$ cat src/rtl/hashed_value_noise_2d_top_macros.svh
// assertion macros for the hashed value noise block
`ifndef HASHED_VALUE_NOISE_2D_TOP_MACROS_SVH
`define HASHED_VALUE_NOISE_2D_TOP_MACROS_SVH

`ifndef SYNTHESIS
// check a property on a given clock, held off while reset is low
`define HVN_ASSERT_CLK(lbl, clk, rst_n, prop, msg) \
  lbl: assert property (@(posedge clk) disable iff (!rst_n) prop) else $error(msg);
// check a property on clk_i, held off while rst_ni is low
`define HVN_ASSERT(lbl, prop, msg) \
  `HVN_ASSERT_CLK(lbl, clk_i, rst_ni, prop, msg)
`else
`define HVN_ASSERT_CLK(lbl, clk, rst_n, prop, msg)
`define HVN_ASSERT(lbl, prop, msg)
`endif

`endif

$ cat src/rtl/hvn2d_pkg.sv
// shared constants, types and helper functions of the value noise block
package hvn2d_pkg;

  // coordinate format
  localparam int unsigned CoordW        = 32;
  localparam int unsigned CoordFracBits = 16;
  localparam int unsigned WeightW       = 16;
  localparam int unsigned ValueW        = 24;
  localparam int unsigned FracUp = (CoordFracBits < WeightW) ? WeightW - CoordFracBits : 0;
  localparam int unsigned FracDn = (CoordFracBits > WeightW) ? CoordFracBits - WeightW : 0;

  // pipeline depth, input register to output register
  localparam int unsigned NumStages = 8;

  // hash constants
  localparam logic [31:0] HashAdd    = 32'h9E37_79B9;
  localparam logic [31:0] HashMulX   = 32'h85EB_CA6B;
  localparam logic [31:0] HashMulY   = 32'hC2B2_AE35;
  localparam logic [31:0] HashMulFin = 32'h7FEB_352D;

  // blend constants
  localparam logic [16:0] WeightOne = 17'd65536;
  localparam logic [17:0] ThreeQ16  = 18'd196608;

  // configuration
  localparam int unsigned PaddrW    = 3;
  localparam logic        RegNoiseSeed = 1'b0;
  localparam logic [31:0] SeedReset = 32'd1;

  typedef logic [CoordW-1:0]  coord_t;
  typedef logic [WeightW-1:0] weight_t;
  typedef logic [ValueW-1:0]  value_t;

  // lattice cell: arithmetic shift right (floor)
  function automatic coord_t floor_cell(input coord_t c);
    floor_cell = coord_t'($signed(c) >>> CoordFracBits);
  endfunction

  // fraction brought to q0.16
  function automatic weight_t frac_q16(input coord_t c);
    coord_t m;
    m = c & ((coord_t'(1) << CoordFracBits) - coord_t'(1));
    frac_q16 = weight_t'((m << FracUp) >> FracDn);
  endfunction

endpackage

$ cat src/rtl/hvn2d_hash.sv
// three-stage seeded corner hash, low 24 bits out
module hvn2d_hash
  import hvn2d_pkg::*;
(
  input  logic   clk_i,
  input  logic   en_i,
  input  coord_t seed_i,
  input  coord_t x_i,
  input  coord_t y_i,
  output value_t value_o
);

  coord_t mx_q, mx_d;
  coord_t my_q, my_d;
  coord_t mix_q, mix_d;
  coord_t fin_q, fin_d;
  coord_t rot;
  coord_t hy;
  coord_t out_h;

  // stage one: coordinate multiplies
  assign mx_d = coord_t'(x_i * HashMulX);
  assign my_d = coord_t'(y_i * HashMulY);

  // stage two: seed add, rotate, xor and xor-shift
  assign rot   = {(seed_i + HashAdd ^ mx_q) << 13} | ((seed_i + HashAdd ^ mx_q) >> 19);
  assign hy    = rot ^ my_q;
  assign mix_d = hy ^ (hy >> 16);

  // stage three: finalizer multiply
  assign fin_d = coord_t'(mix_q * HashMulFin);

  // final xor-shift and mask
  assign out_h   = fin_q ^ (fin_q >> 15);
  assign value_o = out_h[ValueW-1:0];

  always_ff @(posedge clk_i) begin
    if (en_i) begin
      mx_q  <= mx_d;
      my_q  <= my_d;
      mix_q <= mix_d;
      fin_q <= fin_d;
    end
  end

endmodule

$ cat config.mk
export PLATFORM = sky130hd
export DESIGN_NAME = hvn2d_hash
export DESIGN_NICKNAME = d
export VERILOG_FILES = /design/src/rtl/hashed_value_noise_2d_top_macros.svh /design/src/rtl/hvn2d_pkg.sv /design/src/rtl/hvn2d_hash.sv
export SDC_FILE = /design/constraint.sdc
export NUM_CORES = 2
export LEC_CHECK = 0
export ABC_AREA = 1
export BUFFER_PORTS_ARGS = -buffer_cell sky130_fd_sc_hd__buf_2
export CAP_MARGIN = 25
export CORE_MARGIN = 2
export CORE_UTILIZATION = 51
export CTS_BUF_LIST = sky130_fd_sc_hd__clkbuf_8
export CTS_CLUSTER_DIAMETER = 50
export CTS_CLUSTER_SIZE = 14
export DETAILED_ROUTE_END_ITERATION = 12
export PLACE_DENSITY = 0.68
export SLEW_MARGIN = 20
export SYNTH_ARGS = -nofsm -noshare
export SYNTH_HDL_FRONTEND = slang
export SYNTH_SLANG_ARGS = --single-unit
$ cat constraint.sdc
create_clock -name clk_i -period 20.6 [get_ports clk_i]
set_input_delay 6.18 -clock clk_i [delete_from_list [all_inputs] [get_ports clk_i]]
set_output_delay 6.18 -clock clk_i [all_outputs]
set_load 0.03 [all_outputs]
==> impl_metrics.py <==
metrics = {
    "run_status": {
        "outcome": "finished clean",
    },
    "routing": {
        "vias_per_cell": 5.059,
        "dr_total_vias": 23095,
        "postRouteAntennaNets": 0,
        "drt-met1-wl_um": 37590,
        "drt_first_iter_violations": 1694,
        "wl_met3_um": 6715,
        "avgRoutedWirePerCell_um": 18.81,
        "top_layer": "met5",
        "drc": 0,
        "wirelength_um": 85890,
        "first_pass_iters": 5,
        "routed-wl-met2_um": 39470,
    },
    "logic_synthesis": {
        "synth_mux_area_share_pct": 0,
        "yosysSeqAreaShare_pct": 11.52,
        "syn-num-nets": 4815,
        "synth_cell_types": 45,
        "synthMostInstantiatedCell": "inv_1",
        "ys_seq_elements": 128,
        "synth_area_um2": 33370,
        "synthTopCellsByCount": "inv_1 (1129), fa_1 (599), ha_1 (564), nand2_1 (404), xor2_1 (135)",
        "ys_async_sr_fraction_pct": 0,
        "synth_fa_ha_area_share_pct": 57.07,
        "synth_area_per_cell_um2": 9.391,
        "yosysTopAreaCell": "fa_1",
        "synth-xor-area-share_pct": 6.096,
        "synth_compound_area_share_pct": 3.929,
        "synth-simple-area-share_pct": 8.529,
        "syn_inst": 3554,
        "synth_top_family_by_area": "adder cells",
        "ys_warn_count": 0,
        "ys.flop_type": "edfxtp_1",
        "synth_edf_count": 128,
        "synthTopCellsByArea": "fa_1 (36%), ha_1 (21%), inv_1 (13%), edfxtp_1 (12%), nand2_1 (4.5%)",
        "netlist.area_leader.share_pct": 35.93,
    },
    "global_routing": {
        "grt_first_pass_wirelength_um": 135600,
        "track_usage_pct": 26.70,
        "grt_overflow": 0,
        "antenna_found_initial": 10,
        "grt_pass1_vias": 24473,
        "grt_start_max_net_pins": 66,
    },
    "sta": {
        "finalCritPeriodShare_pct": 57.65,
        "finalSetupViolations": 0,
        "final-hold-violation-count": 0,
        "tightest_slew_ns": 0.8628,
        "rsz0062_at_grt": "false",
        "period_minus_slack_ns": 11.88,
        "maxSlewHeadroom_pct": 42.48,
        "fmax_mhz": 84.20,
        "drv_slew": 0,
        "finalHoldWorstSlack_ns": 0.6873,
        "clock_skew_ns": 0.02799,
        "finalSetupTns_ns": 0,
    },
    "clocking": {
        "insertion_delay_ns": 0.48,
        "postCtsSetupBuffers": 0,
        "cts_root_buf": "clkbuf_8",
        "cts_sinks": 128,
        "cts_buffer_depth": 2,
        "cts_tree": "built",
        "cts_buffers": 17,
        "cts_resized": 0,
        "htree_levels": 4,
        "cts_hold_buf": 0,
        "clk_transition_reported_paths_ns": 0.08,
    },
    "hold_path": {
        "whs_endpoint": "mix_q[18]",
        "hold_path_startpoint": "my_q[18]",
        "hold_path_class": "flop to flop",
        "hold_path_depth": 1,
    },
    "placed_design": {
        "portBuffers": 121,
        "place_hpwl_um": 78180,
        "finalWeightedCongestion": 0.9957,
        "numPlacedInstances": 4526,
    },
    "die": {
        "die-area_um2": 67500,
        "die_x_um": 259.8,
        "num_rows": 93,
        "die_height_um": 259.8,
        "core_um2": 64580,
        "initial_core_util_pct": 51.68,
        "ios": 122,
    },
    "critical_path": {
        "end_kind": "flop",
        "critical_path_class": "input port to flop",
        "worst-path-max-fanout": 7,
        "reg2reg_from": "mix_q[4]",
        "rr_endpoint": "fin_q[31]",
        "reg2regPathDepth": 17,
        "crit_required_ns": 20.82,
        "rrSetupSlack_ns": 13.90,
        "cp-start-kind": "input port",
        "crit_arrival_ns": 12.10,
    },
    "cells_and_area": {
        "drive_gt1_share_pct": 4.861,
        "utilization_pct": 54.92,
        "nets": 4951,
        "final_cells": 4565,
        "syn2layout_area_growth_pct": 6.265,
    },
    "flow_run": {
        "cap_viol_max_count": 0,
    },
}
## cells by family (layout without fill, tap and decap cells)
group | after synthesis | in the layout
adder cells (fa/ha/maj) | 1163 | 1163
buffers and inverters | 1136 | 1285
AND/OR/NAND/NOR | 670 | 670
AO/OA/AOI/OAI | 229 | 229
XOR/XNOR | 228 | 228
flip-flops | 128 | 128
other | 0 | 7
## cells in the final DEF, fill, tap and decap left out, types with 16 or more instances in the layout
master,n
inv_1,1130
fa_1,599
ha_1,564
nand2_1,404
xor2_1,135
edfxtp_1,128
buf_2,120
a21oi_1,111
nand3_1,94
nor2_1,93
xnor2_1,88
o21ai_0,57
nand4_1,20
nand3b_1,17
clkbuf_8,17
nor3_1,16
## cell type report
| class | instances | area (µm²) |
|---|---|---|
| Clock inverter | 15 | 191.4 |
| Inverter | 1129 | 4238 |
| Tap cell | 855 | 1070 |
| Timing Repair Buffer | 124 | 630.6 |
| Clock buffer | 17 | 234.0 |
| Antenna cell | 7 | 17.52 |
| Multi-Input combinational cell | 2290 | 25240 |
| Sequential cell | 128 | 3844 |
| Fill cell | 5871 | 29120 |
## worst max-delay path: stages
cell and delay, ns:
buf_2 0.21, inv_1 0.13, fa_1 0.55, inv_1 0.06, fa_1 0.51, inv_1 0.08
fa_1 0.51, inv_1 0.06, fa_1 0.50, inv_1 0.06, fa_1 0.54, fa_1 0.43
fa_1 0.46, fa_1 0.49, inv_1 0.04, ha_1 0.34, nand2_1 0.10, nor2_1 0.20
nand2_1 0.10, nor4b_1 0.25, nand2_1 0.08, o211ai_1 0.11, xor2_1 0.09
## metal layers
layer	vias up	GRT usage [%]
met4	6	6.258
li1	11005	-
met3	115	5.283
met2	673	42.74
met5	-	0
met1	11296	37.43
## worst max path at each step
stage            start       end  slack [ns]  cells past startpoint
3_3_place_gp    x_i[9]  mx_q[26]        8.29                     23
3_5_place_dp    x_i[9]  mx_q[26]        8.18                     23
5_1_grt         x_i[9]  mx_q[26]        8.41                     23
2_1_floorplan  x_i[11]  mx_q[26]        8.86                     22
4_1_cts         x_i[9]  mx_q[26]        8.69                     23
6_report        x_i[9]  mx_q[26]        8.72                     23
## metrics by stage
stage	cell area (µm²)	worst slack [ns]
floorplan	33370	8.861
CTS	35450	8.689
global placement	35020	8.289
global route	35450	8.408
finish	35470	8.724
detailed placement	35020	8.178
## flip-flops by register name, indices dropped and copies added, names as in the netlist
| register | count |
|---|---|
| mix_q | 32 |
| fin_q | 32 |
| mx_q | 32 |
| my_q | 32 |
Power is left out: the tool's default activity adds up to more than one toggle a clock period on the data nets, which glitch-free logic cannot reach.
